[config.mk]
export PLATFORM = sky130hd
export DESIGN_NAME = fbba_ctrl
export DESIGN_NICKNAME = d
export VERILOG_FILES = /design/src/fbba_pkg.sv /design/src/fbba_ctrl.sv
export SDC_FILE = /design/constraint.sdc
export NUM_CORES = 1
export LEC_CHECK = 0
export BUFFER_PORTS_ARGS = -buffer_cell sky130_fd_sc_hd__buf_2
export CAP_MARGIN = 5
export CELL_PAD_IN_SITES_DETAIL_PLACEMENT = 0
export CELL_PAD_IN_SITES_GLOBAL_PLACEMENT = 2
export CORE_AREA = 3 3 48 50
export DETAILED_ROUTE_END_ITERATION = 12
export DIE_AREA = 0 0 51 53
export HOLD_SLACK_MARGIN = 0.12
export PLACE_DENSITY_LB_ADDON = 0.1
export SLEW_MARGIN = 20
export SYNTH_ARGS = -nofsm -noshare
export SYNTH_HDL_FRONTEND = slang
export SYNTH_SLANG_ARGS = --single-unit
[constraint.sdc]
create_clock -name clk -period 3 [get_ports clk]
set_input_delay 0.75 -clock clk [delete_from_list [all_inputs] [get_ports clk]]
set_output_delay 0.75 -clock clk [all_outputs]
set_load 0.01 [all_outputs]
[src/fbba_pkg.sv]
package fbba_pkg;

    localparam int MAP_SEGMENTS_DEF     = 4;
    localparam int BITS_PER_SEGMENT_DEF = 8192;
    localparam int CFG_W                = 3;
    localparam logic [CFG_W-1:0] CFG_RESET = 3'd4;
    localparam int IDX_W                = 15;
    localparam int WORD_W               = 64;
    localparam int BIT_W                = 6;

    typedef enum logic [1:0] {
        CMD_TEST      = 2'd0,
        CMD_MARK_USED = 2'd1,
        CMD_MARK_FREE = 2'd2,
        CMD_FIND_FREE = 2'd3
    } cmd_t;

    typedef struct packed {
        cmd_t             cmd;
        logic [IDX_W-1:0] block_index;
    } req_t;

    typedef struct packed {
        logic             bit_value;
        logic [IDX_W-1:0] free_index;
        logic             found;
    } res_t;

    typedef struct packed {
        logic clr_step;
        logic capture;
        logic scan_init;
        logic acc_rd;
        logic acc_wr;
        logic scan_rd;
        logic scan_next;
        logic word_latch;
        logic word_rd;
        logic emit_acc;
        logic emit_none;
        logic emit_found;
    } ctl_t;

    typedef struct packed {
        logic clr_last;
        logic in_find;
        logic scan_end;
        logic scan_hit;
    } sts_t;

    function automatic logic [BIT_W-1:0] first_zero(input logic [WORD_W-1:0] v);
        logic [BIT_W-1:0] r;
        r = '0;
        for (int i = WORD_W - 1; i >= 0; i--)
        begin
            if (!v[i])
            begin
                r = BIT_W'(i);
            end
        end
        return r;
    endfunction

endpackage

[src/fbba_ctrl.sv]
module fbba_ctrl (
    input  logic           clk,
    input  logic           rst_n,
    input  logic           start,
    output logic           busy,
    input  fbba_pkg::sts_t sts,
    output fbba_pkg::ctl_t ctl
);
    import fbba_pkg::*;

    typedef enum logic [7:0] {
        ST_CLEAR     = 8'b0000_0001,
        ST_IDLE      = 8'b0000_0010,
        ST_ACC_ADDR  = 8'b0000_0100,
        ST_ACC_DATA  = 8'b0000_1000,
        ST_SCAN_ADDR = 8'b0001_0000,
        ST_SCAN_DATA = 8'b0010_0000,
        ST_WORD_ADDR = 8'b0100_0000,
        ST_WORD_DATA = 8'b1000_0000
    } state_t;

    state_t state_reg;
    state_t state_next;

    always_ff @(posedge clk or negedge rst_n)
    begin
        if (!rst_n)
        begin
            state_reg <= ST_CLEAR;
        end
        else
        begin
            state_reg <= state_next;
        end
    end

    assign busy = (state_reg != ST_IDLE);

    always_comb
    begin
        state_next = state_reg;
        ctl        = '0;
        case (state_reg)
            ST_CLEAR:
            begin
                ctl.clr_step = 1'b1;
                if (sts.clr_last)
                begin
                    state_next = ST_IDLE;
                end
            end
            ST_IDLE:
            begin
                if (start)
                begin
                    ctl.capture = 1'b1;
                    if (sts.in_find)
                    begin
                        ctl.scan_init = 1'b1;
                        state_next    = ST_SCAN_ADDR;
                    end
                    else
                    begin
                        state_next = ST_ACC_ADDR;
                    end
                end
            end
            ST_ACC_ADDR:
            begin
                ctl.acc_rd = 1'b1;
                state_next = ST_ACC_DATA;
            end
            ST_ACC_DATA:
            begin
                ctl.acc_wr   = 1'b1;
                ctl.emit_acc = 1'b1;
                state_next   = ST_IDLE;
            end
            ST_SCAN_ADDR:
            begin
                if (sts.scan_end)
                begin
                    ctl.emit_none = 1'b1;
                    state_next    = ST_IDLE;
                end
                else
                begin
                    ctl.scan_rd = 1'b1;
                    state_next  = ST_SCAN_DATA;
                end
            end
            ST_SCAN_DATA:
            begin
                if (sts.scan_hit)
                begin
                    ctl.word_latch = 1'b1;
                    state_next     = ST_WORD_ADDR;
                end
                else
                begin
                    ctl.scan_next = 1'b1;
                    state_next    = ST_SCAN_ADDR;
                end
            end
            ST_WORD_ADDR:
            begin
                ctl.word_rd = 1'b1;
                state_next  = ST_WORD_DATA;
            end
            ST_WORD_DATA:
            begin
                ctl.emit_found = 1'b1;
                state_next     = ST_IDLE;
            end
            default:
            begin
                state_next = ST_CLEAR;
            end
        endcase
    end

endmodule

---- Word-level counts from Yosys, hierarchy flattened ----
Index checks and enable logic that the tools add are counted.
cells by class
  equal/unequal tests ..................... 11
  multiplexer cells ....................... 21
  reductions and logical operators ........ 2
operators with widths
  cell                  count
  $pmux W8 S7           1
  $mux W8               2
  $mux W1               12
  $eq A8 B1 Y1 const B  1
  $eq A8 B2 Y1 const B  1
  $eq A8 B3 Y1 const B  1
  $eq A8 B4 Y1 const B  1
  $eq A8 B5 Y1 const B  1
  $eq A8 B6 Y1 const B  1
  $eq A8 B7 Y1 const B  1
  $eq A8 B8 Y1 const B  1
  $ne A8 B2 Y1 const B  1
  $mux W7               1
  $mux W2               3
  $mux W6               1
  $mux W5               1
  $ne A2 B2 Y1 const B  2
  $reduce_and A2 Y1     1
  $reduce_or A2 Y1      1
storage, ports and cells
  flip-flop bits (word level) ............. 8
  input port bits ......................... 7
  word-level logic and storage cells ...... 35

---- Depth between registers and ports, before layout ----
Gate-level depths: netlist of the first run.
  depth in word-level cells ............... 3
  depth in mapped cells ................... 5
  gate-level depth less buffers ........... 5

---- Worst setup path before layout of the first run ----
OpenSTA, ideal clock, no wires.
  kind .................................... register to output
  start point ............................. register state_reg[1]
  end point ............................... output port ctl[7] (netlist name)
  data arrival time ....................... 1.483 ns
  setup slack ............................. 0.767 ns
  cell stages (with the launch flop) ...... 5
  cells stage by stage .................... dfrtp_1 nor4_2 nand2_1 nor3b_1 buf_4
RTL lines
  element                   RTL line         RTL
  start: declaration        fbba_ctrl.sv:22  state_t state_reg;
  start signal: assignment  fbba_ctrl.sv:33  state_reg <= state_next;
  end: declaration          fbba_ctrl.sv:7   output fbba_pkg::ctl_t ctl

==> impl_metrics.json, run 1 <==
{
  "worstMarginPinSlew_ns": 0.462,
  "dieArea_sq_um": 2700,
  "cts_resized": 0,
  "largest_reg_flops": 8,
  "min_path_type": "in -> async",
  "timing.critical_path.to_type": "output pin",
  "timing.max_slew.rel_slack_pct": 69.0,
  "critPathArrivalTime_ns": 1.82,
  "synthesis.nets": 65,
  "antenna_left": 0,
  "timing_max_transition_violations_final": 0,
  "max_cap_viol_count": 0,
  "min_period_over_period_pct": 85.7,
  "met3_usage_pct": 2.54,
  "io_buffers": 19,
  "peakVddDrop_mv": 0.195,
  "post_cts_buffers": 0,
  "floorplan.core_area_sq_um": 1940,
  "number_of_endpoints_failing_setup_at_the_final_stage": 0,
  "clk_transition_reported_paths_ns": 0.06,
  "globalRouteTotalUtil_pct": 11.5,
  "layout_cell_share_with_drive_strength_beyond_1_pct": 35.0,
  "max-clock-path-buffers": 2,
  "tritoncts": "done",
  "ys_seq_elements": 8,
  "grt_start_max_net_pins": 9,
  "p_leak_nw": 0.357,
  "grt_setup_unrepaired": "no",
  "status": "finished, final reports clean",
  "period_minus_slack_ns": 2.57,
  "setup_tns_ns": 0,
  "clockRootBuffer": "clkbuf_4",
  "postRouteWirelength_microns": 1240,
  "global_route.peak_usage_layer": "met2",
  "number_of_antenna_diodes": 0,
  "cp-startpoint": "state_reg[6]$_DFFE_PN0P_",
  "final.setup.worst_slack_ns": 0.430,
  "number_of_vias_in_the_routed_layout": 495,
  "numPlacedInstances": 103,
  "synthCells": 58,
  "powerDensity_nw_per_um2": 587,
  "synth_area_sq_um": 520,
  "gp_routability_congestion": 0.706,
  "global_route.overflow_total": 0,
  "drc": 0,
  "route.detailed.vias_per_inst": 4.63,
  "nNetsFinal": 88,
  "syn-mean-instance-area_sq_um": 8.97,
  "grt_use_met1_pct": 15.9,
  "chipHeight_microns": 53,
  "regToRegStartpoint": "state_reg[6]$_DFFE_PN0P_",
  "synthFlopType": "dfrtp_1",
  "crit_path_max_fanout": 7,
  "netlist-cell-type-count": 25,
  "timing_hold_violations_final": 0,
  "edff_count_synth": 0,
  "pre_cts_ws_ns": 0.698,
  "clk_latency_ns": 0.25,
  "synthToLayoutAreaGrowth_pct": 28.4,
  "dp_hpwl_microns": 1020,
  "grt.met2_usage_pct": 16.1,
  "fin_skew_ns": 0.00115,
  "cp-start-kind": "register",
  "die_w_microns": 51,
  "clock_tree_sinks": 8,
  "timing.critical_path.required_ns": 2.25,
  "finalNonFillerCells": 107,
  "worst-r2r-setup-slack_ns": 1.40,
  "totalPowerFinal_mw": 0.392,
  "detailedRoute.firstIterationViolations": 1,
  "grt_pass1_wl_microns": 2260,
  "routedWlPerCell_microns": 11.6,
  "placement_rows": 16,
  "async_flop_share_pct": 100,
  "initial_utilization_pct": 26.8,
  "cts-buffers-inserted": 3,
  "nFillCells": 236,
  "cts_h_tree_lvls": 1,
  "timing.fmax_mhz": 389,
  "cts-hold-fix-buffers": 0,
  "antenna_found_initial": 0,
  "detail_route.first_pass.iterations": 2,
  "criticalPathCategory": "reg -> out",
  "synth_seq_area_share_pct": 38.7,
  "top_level_ports": 20,
  "ys_warn_count": 0,
  "number_of_global_route_vias_before_repair": 481
}
==> area by class of cell <==
cell class              count  area [sq um]  share of cell area, %
flip-flops and latches      8           201                   30.1
well taps                  27          33.8                   5.06
multi-input cells          46           300                   44.9
inverters                   3          11.3                   1.69
clock buffers               4          26.3                   3.93
repair buffers             19          95.1                   14.2
==> worst max-delay path: stages, from the launching register on <==
cell and delay (ns):
dfrtp_1 0.48, nor4_4 0.45, and4b_1 0.35, and3_1 0.17, buf_2 0.12
==> final timing paths <==
path,endpoint,depth (start not counted)
setup reg to reg,state_reg[2]$_DFFE_PN0P_,4
min in group clk,state_reg[7]$_DFFE_PN0P_,1
max in group asynchronous,state_reg[0]$_DFFE_PN1P_,1
setup / recovery,ctl[9],4
hold reg to reg,state_reg[7]$_DFFE_PN0P_,1
hold / removal,state_reg[6]$_DFFE_PN0P_,1
==> where the power goes <==
group	switching (mW)	internal (mW)	leakage (nW)
registers	0.0214	0.128	0.107
logic	0.0848	0.0686	0.236
clock network	0.0384	0.0510	0.0150
==> placed cells by master (no fill, tap or decap), types with 2 or more instances in the layout <==
| cell | count |
|---|---|
| and3_1 | 2 |
| buf_2 | 19 |
| clkbuf_4 | 3 |
| dfrtp_1 | 7 |
| inv_1 | 3 |
| nand2_1 | 3 |
| nand3_1 | 4 |
| nor2_1 | 11 |
| nor2b_1 | 3 |
| nor3b_1 | 7 |
| xor2_1 | 2 |
==> cell families after synthesis <==
logic type / after synthesis / synth area share, %
buf+inv: 4 / 3.61
compound gates: 4 / 5.29
flops: 8 / 38.7
xor+xnor: 2 / 3.37
simple gates: 39 / 47.1
mux: 1 / 1.92
==> layer usage <==
metal,vias to the layer above,part of all wire [%]
met5,-,0
met4,0,1.9
met3,4,5.0
met2,14,43
met1,228,50
li1,249,-
==> synth_stat cells (all sizes together) (2+ instances only) <==
cell type  count  area share (%)
nor3b          7              10
nor2b          3             3.6
and3           3             3.8
inv            3             2.2
nand2          3             2.2
nor4           2             6.5
nor2          11             7.9
xor2           2             3.4
nand3          4             3.8
dfrtp          7              34
==> through the flow <==
stage / utilization, % / hold WS [ns] / area (sq um)
6_report: 34.4 / 0.334 / 668
5_1_grt: 34.4 / 0.335 / 668
4_1_cts: 34.4 / 0.332 / 668
3_5_place_dp: 33.1 / 0.611 / 642
3_3_place_gp: 33.1 / 0.611 / 642
2_1_floorplan: - / 0.454 / 520
Note: power is estimated with default switching activity, not from simulation.
==> inputs of run 2 (changes only) <==
--- a/config.mk
+++ b/config.mk
@@ -9,9 +9,9 @@
 export CAP_MARGIN = 5
 export CELL_PAD_IN_SITES_DETAIL_PLACEMENT = 0
 export CELL_PAD_IN_SITES_GLOBAL_PLACEMENT = 2
-export CORE_AREA = 3 3 48 50
+export CORE_AREA = 3 3 49 51
 export DETAILED_ROUTE_END_ITERATION = 12
-export DIE_AREA = 0 0 51 53
+export DIE_AREA = 0 0 52 54
 export HOLD_SLACK_MARGIN = 0.12
 export PLACE_DENSITY_LB_ADDON = 0.1
 export SLEW_MARGIN = 20
==> constraint.sdc (replaced) <==
create_clock -name clk -period 2.45 [get_ports clk]
set_input_delay 0.6125 -clock clk [delete_from_list [all_inputs] [get_ports clk]]
set_output_delay 0.6125 -clock clk [all_outputs]
set_load 0.01 [all_outputs]
==> run 2 against run 1 <==
Register-to-register slack lost 0.51 ns. Sequential power up 27%. Count of clock-buffer cells in the layout stayed put. Worst setup slack worse by 0.34 ns. Sequential share of layout area shrank 1.0 points. Critical endpoint unchanged. Largest cell class unchanged.
==> impl_metrics.json, run 2 (synthesized netlist as in run 1, its figures left out) <==
{
  "initial_utilization_pct": 26.3,
  "max_cap_viol_count": 0,
  "final_core_util_pct": 34.9,
  "power_dissipated_by_switching_net_loads_mw": 0.183,
  "cts-hold-fix-buffers": 0,
  "layout_cell_share_with_drive_strength_beyond_1_pct": 36.6,
  "min_period_over_period_pct": 96.5,
  "floorplan.core_area_sq_um": 1980,
  "grt_pass1_wl_microns": 2030,
  "drc": 0,
  "tritoncts": "done",
  "critical-path-slowest-cell": "dfrtp_1",
  "detail_route.first_pass.iterations": 4,
  "critPathArrivalTime_ns": 1.75,
  "r2r.worst_path.cells": 4,
  "criticalPathCategory": "reg -> out",
  "seq_power_share_pct": 38.2,
  "status": "finished, final reports clean",
  "cts-buffers-inserted": 3,
  "detailedRoute.firstIterationViolations": 2,
  "die_w_microns": 52,
  "clk_transition_reported_paths_ns": 0.06,
  "final_common_cell": "buf_2",
  "critical_path_cell_by_cell": "nor4_4, and4b_1, and3_1, buf_2",
  "routedWlPerCell_microns": 11.5,
  "number_of_vias_in_the_routed_layout": 485,
  "placement_rows": 16,
  "largest_reg_flops": 8,
  "globalRouteTotalUtil_pct": 10.1,
  "setup_tns_ns": 0,
  "layout_common_cells": "19 x buf_2, 11 x nor2_1, 7 x nor3b_1, 7 x dfrtp_1, 4 x nand3_1",
  "cp-start-kind": "register",
  "number_of_global_route_vias_before_repair": 465,
  "dieArea_sq_um": 2810,
  "power.share.switching_pct": 36.7,
  "peakVddDrop_mv": 0.328,
  "regToRegStartpoint": "state_reg[7]$_DFFE_PN0P_",
  "grt_setup_unrepaired": "no",
  "worstMarginPinSlew_ns": 0.356,
  "crit_path_max_fanout": 7,
  "dp_hpwl_microns": 1050,
  "dpl-instance-area_sq_um": 649,
  "timing.critical_path.to_type": "output pin",
  "postRouteWirelength_microns": 1260,
  "delay_of_the_slowest_critical_path_stage_ns": 0.46,
  "min_path_type": "in -> async",
  "antenna_left": 0,
  "timing_max_transition_violations_final": 0,
  "chipHeight_microns": 54,
  "power.share.clock_pct": 21.1,
  "cp-startpoint": "state_reg[7]$_DFFE_PN0P_",
  "pwr-share-comb_pct": 40.7,
  "internal_pwr_total_mw": 0.316,
  "period_minus_slack_ns": 2.36,
  "number_of_antenna_diodes": 0,
  "final.setup.worst_slack_ns": 0.0855,
  "top_level_ports": 20,
  "timing.max_slew.rel_slack_pct": 76.1,
  "powerDensity_nw_per_um2": 720,
  "timing.critical_path.required_ns": 1.84,
  "clk_latency_ns": 0.25,
  "io_buffers": 19,
  "synthToLayoutAreaGrowth_pct": 32.9,
  "timing_hold_violations_final": 0,
  "timing.fmax_mhz": 423,
  "pre_cts_ws_ns": 0.324,
  "route.detailed.vias_per_inst": 4.45,
  "clock_tree_sinks": 8,
  "gp_routability_congestion": 0.721,
  "global_route.overflow_total": 0,
  "grt_start_max_net_pins": 9,
  "nNetsFinal": 90,
  "postLayoutCellArea_sq_um": 692,
  "p_leak_nw": 0.369,
  "max-clock-path-buffers": 2,
  "clockRootBuffer": "clkbuf_4",
  "cts_h_tree_lvls": 1,
  "antenna_found_initial": 0,
  "number_of_endpoints_failing_setup_at_the_final_stage": 0,
  "fin_skew_ns": 0.0103
}
## run 2: changes by cell type in the layout (fill, tap and decap cells not counted), sizes merged
cell | previous run | this run
buf | 19 | 21
## run 2: worst paths after layout
check | to | slack [ns]
setup reg to reg | state_reg[1]$_DFFE_PN0P_ | 0.89
max in group asynchronous | state_reg[0]$_DFFE_PN1P_ | 2.01
hold reg to reg | state_reg[7]$_DFFE_PN0P_ | 0.63
setup / recovery | ctl[9] | 0.09
hold / removal | state_reg[6]$_DFFE_PN0P_ | 0.19
min in group clk | state_reg[0]$_DFFE_PN1P_ | 0.54
## run 2: per-stage QoR
step	power [mW]	hold slack (ns)	instances
floorplan	0.316	0.317	58
global placement	0.379	0.464	104
detailed placement	0.376	0.464	104
CTS	0.485	0.190	108
global route	0.548	0.184	109
finish	0.498	0.190	109
## run 2: layout make-up
| cell class | count | area [sq um] |
|---|---|---|
| timing repair buffer | 21 | 110 |
| tap | 27 | 33.8 |
| multi-input combinational | 46 | 309 |
| sequential | 8 | 201 |
| clock buffer | 4 | 26.3 |
| fill | 217 | 1290 |
| inverter | 3 | 11.3 |
## run 2: worst max-delay path: cells and delay by family, from the launching register on
kind / cells / cell delay (ns)
AND/OR/NAND/NOR: 3 / 0.94
flip-flops: 1 / 0.46
buffers and inverters: 1 / 0.12
## run 2: what timing repair did
action | CTS | global route
setup endpoints to repair | 0 | 4
hold endpoints to repair | 0 | 0
setup buffers | 0 | 1
gates resized for setup | 0 | 1
## run 2: power groups by stage
stage / Sequential [mW] / Clock (mW) / Combinational, mW
finish: 0.190 / 0.105 / 0.203
floorplan: 0.179 / 0 / 0.137
CTS: 0.184 / 0.110 / 0.191
detailed placement: 0.185 / 0 / 0.191
global route: 0.195 / 0.121 / 0.232
global placement: 0.186 / 0 / 0.193
## run 2: per-layer routing
| layer | vias up | track usage, % | part of all wire [%] |
|---|---|---|---|
| met3 | 0 | 3.05 | 7.2 |
| met2 | 15 | 16.7 | 44 |
| met4 | 0 | 3.93 | 0 |
| met1 | 213 | 12.2 | 48 |
| met5 | - | 0 | 0 |
| li1 | 257 | - | - |
==> inputs of run 3 (changes only) <==
--- a/config.mk
+++ b/config.mk
@@ -5,13 +5,13 @@
 export SDC_FILE = /design/constraint.sdc
 export NUM_CORES = 1
 export LEC_CHECK = 0
-export BUFFER_PORTS_ARGS = -buffer_cell sky130_fd_sc_hd__buf_2
 export CAP_MARGIN = 5
 export CELL_PAD_IN_SITES_DETAIL_PLACEMENT = 0
 export CELL_PAD_IN_SITES_GLOBAL_PLACEMENT = 2
-export CORE_AREA = 3 3 49 51
+export CORE_AREA = 3 3 45 47
 export DETAILED_ROUTE_END_ITERATION = 12
-export DIE_AREA = 0 0 52 54
+export DIE_AREA = 0 0 48 50
+export DONT_BUFFER_PORTS = 1
 export HOLD_SLACK_MARGIN = 0.12
 export PLACE_DENSITY_LB_ADDON = 0.1
 export SLEW_MARGIN = 20
==> run 3 against run 2 <==
Flip-flop and latch count unchanged. Worst setup slack got worse by 0.0066 ns. Critical path depth shrank 1. Non-clock buffer count is 19 lower. Combinational power fell by 18%.
==> impl_metrics.json, run 3 (synthesized netlist as in run 1, its figures left out) <==
{
  "status": "finished, final reports clean",
  "cp-startpoint": "state_reg[1]$_DFFE_PN0P_",
  "cts_h_tree_lvls": 1,
  "dp_hpwl_microns": 940,
  "clk_latency_ns": 0.25,
  "timing.max_slew.rel_slack_pct": 68.3,
  "global_route.overflow_total": 0,
  "placement_rows": 15,
  "clockRootBuffer": "clkbuf_4",
  "top_level_ports": 20,
  "regToRegStartpoint": "state_reg[6]$_DFFE_PN0P_",
  "critPathArrivalTime_ns": 1.76,
  "number_of_vias_in_the_routed_layout": 439,
  "routedWlPerCell_microns": 14.6,
  "clk_transition_reported_paths_ns": 0.06,
  "floorplan.core_area_sq_um": 1690,
  "totalPowerFinal_mw": 0.457,
  "critical-path-slowest-cell": "nor4_2",
  "powerDensity_nw_per_um2": 790,
  "fin_skew_ns": 0.00575,
  "drc": 0,
  "min_period_over_period_pct": 96.8,
  "period_minus_slack_ns": 2.37,
  "critical-path-top-delay-family": "simple AND/OR/NAND/NOR gates",
  "min_path_type": "in -> async",
  "chipHeight_microns": 50,
  "gp_routability_congestion": 0.759,
  "timing.critical_path.depth": 3,
  "dieArea_sq_um": 2400,
  "timing.critical_path.required_ns": 1.84,
  "detail_route.first_pass.iterations": 2,
  "critical_path_cell_by_cell": "nor4_2, nand2_1, nor3b_1",
  "cts-buffers-inserted": 3,
  "number_of_global_route_vias_before_repair": 425,
  "antenna_left": 0,
  "post_cts_buffers": 0,
  "worstSetupEndpoint": "ctl[8]",
  "detailedRoute.firstIterationViolations": 3,
  "largest_reg_flops": 8,
  "worstMarginPinSlew_ns": 0.472,
  "timing_hold_violations_final": 0,
  "worst-r2r-setup-slack_ns": 0.85,
  "synthToLayoutAreaGrowth_pct": 11.1,
  "io_buffers": 0,
  "clock_tree_sinks": 8,
  "tritoncts": "done",
  "peakVddDrop_mv": 0.308,
  "final_common_cell": "nor2_1",
  "max_cap_viol_count": 0,
  "grt_setup_unrepaired": "yes",
  "timing_max_transition_violations_final": 0,
  "grt_pass1_wl_microns": 1860,
  "grt_start_max_net_pins": 8,
  "nNetsFinal": 71,
  "cts_resized": 0,
  "route.detailed.vias_per_inst": 5.49,
  "layout_common_cells": "11 x nor2_1, 7 x nor3b_1, 7 x dfrtp_1",
  "p_leak_nw": 0.275,
  "postRouteWirelength_microns": 1170,
  "r2r.worst_path.cells": 4,
  "rr_endpoint": "state_reg[1]$_DFFE_PN0P_",
  "die_w_microns": 48,
  "number_of_endpoints_failing_setup_at_the_final_stage": 0,
  "initial_utilization_pct": 30.8,
  "number_of_antenna_diodes": 0,
  "whs_ns": 0.203,
  "globalRouteTotalUtil_pct": 11.5,
  "antenna_found_initial": 0,
  "cp-start-kind": "register",
  "criticalPathCategory": "reg -> out",
  "timing.fmax_mhz": 422,
  "critPathBufInv": 0,
  "delay_of_the_slowest_critical_path_stage_ns": 0.47,
  "timing.critical_path.to_type": "output pin",
  "max-clock-path-buffers": 2,
  "crit_path_max_fanout": 5,
  "layout_cell_share_with_drive_strength_beyond_1_pct": 15.9
}
==> run 3: power by group <==
part           internal (mW)  switching, mW
sequential             0.157         0.0246
combinational         0.0684         0.0979
clock                 0.0624         0.0463
total                  0.288          0.169
==> run 3: through the flow <==
| step | cell area, sq um | setup TNS [ns] | cells | utilization [%] | setup WS, ns |
|---|---|---|---|---|---|
| after global routing | 578 | -0.144 | 80 | 34.2 | -0.0749 |
| after floorplan | 520 | 0 | 58 | - | 0.355 |
| after detailed placement | 542 | 0 | 75 | 32.1 | 0.329 |
| after global placement | 542 | 0 | 75 | 32.1 | 0.309 |
| final | 578 | 0 | 80 | 34.2 | 0.0789 |
| after CTS | 578 | 0 | 80 | 34.2 | 0.0255 |
==> run 3: layout make-up <==
type	instances	area (sq um)
Fill cell	188	1110
Multi-Input combinational cell	46	300
Sequential cell	8	201
Clock buffer	4	26.3
Tap cell	17	21.3
Timing Repair Buffer	2	17.5
Inverter	3	11.3
==> run 3: metal layers <==
metal	vias up	global-route usage (%)	part of all wire, %
met2	19	15.9	44
met1	198	14.1	44
li1	218	-	-
met5	-	0	0
met4	0	8.52	2.5
met3	4	4.01	9.2
==> run 3: how the worst min path moves through the flow <==
stage	startpoint	end	slack, ns	cells past startpoint
floorplan	rst_n	state_reg[1]$_DFFE_PN0P_	0.32	0
global placement	rst_n	state_reg[7]$_DFFE_PN0P_	0.32	0
detailed placement	rst_n	state_reg[6]$_DFFE_PN0P_	0.32	0
CTS	rst_n	state_reg[0]$_DFFE_PN1P_	0.19	0
global route	rst_n	state_reg[0]$_DFFE_PN1P_	0.18	0
finish	rst_n	state_reg[0]$_DFFE_PN1P_	0.20	0
==> run 3: what timing repair did <==
action | in CTS | in global routing
hold buffers | 1 | 0
endpoints found under the setup margin | 0 | 2
hold endpoints to repair | 7 | 0
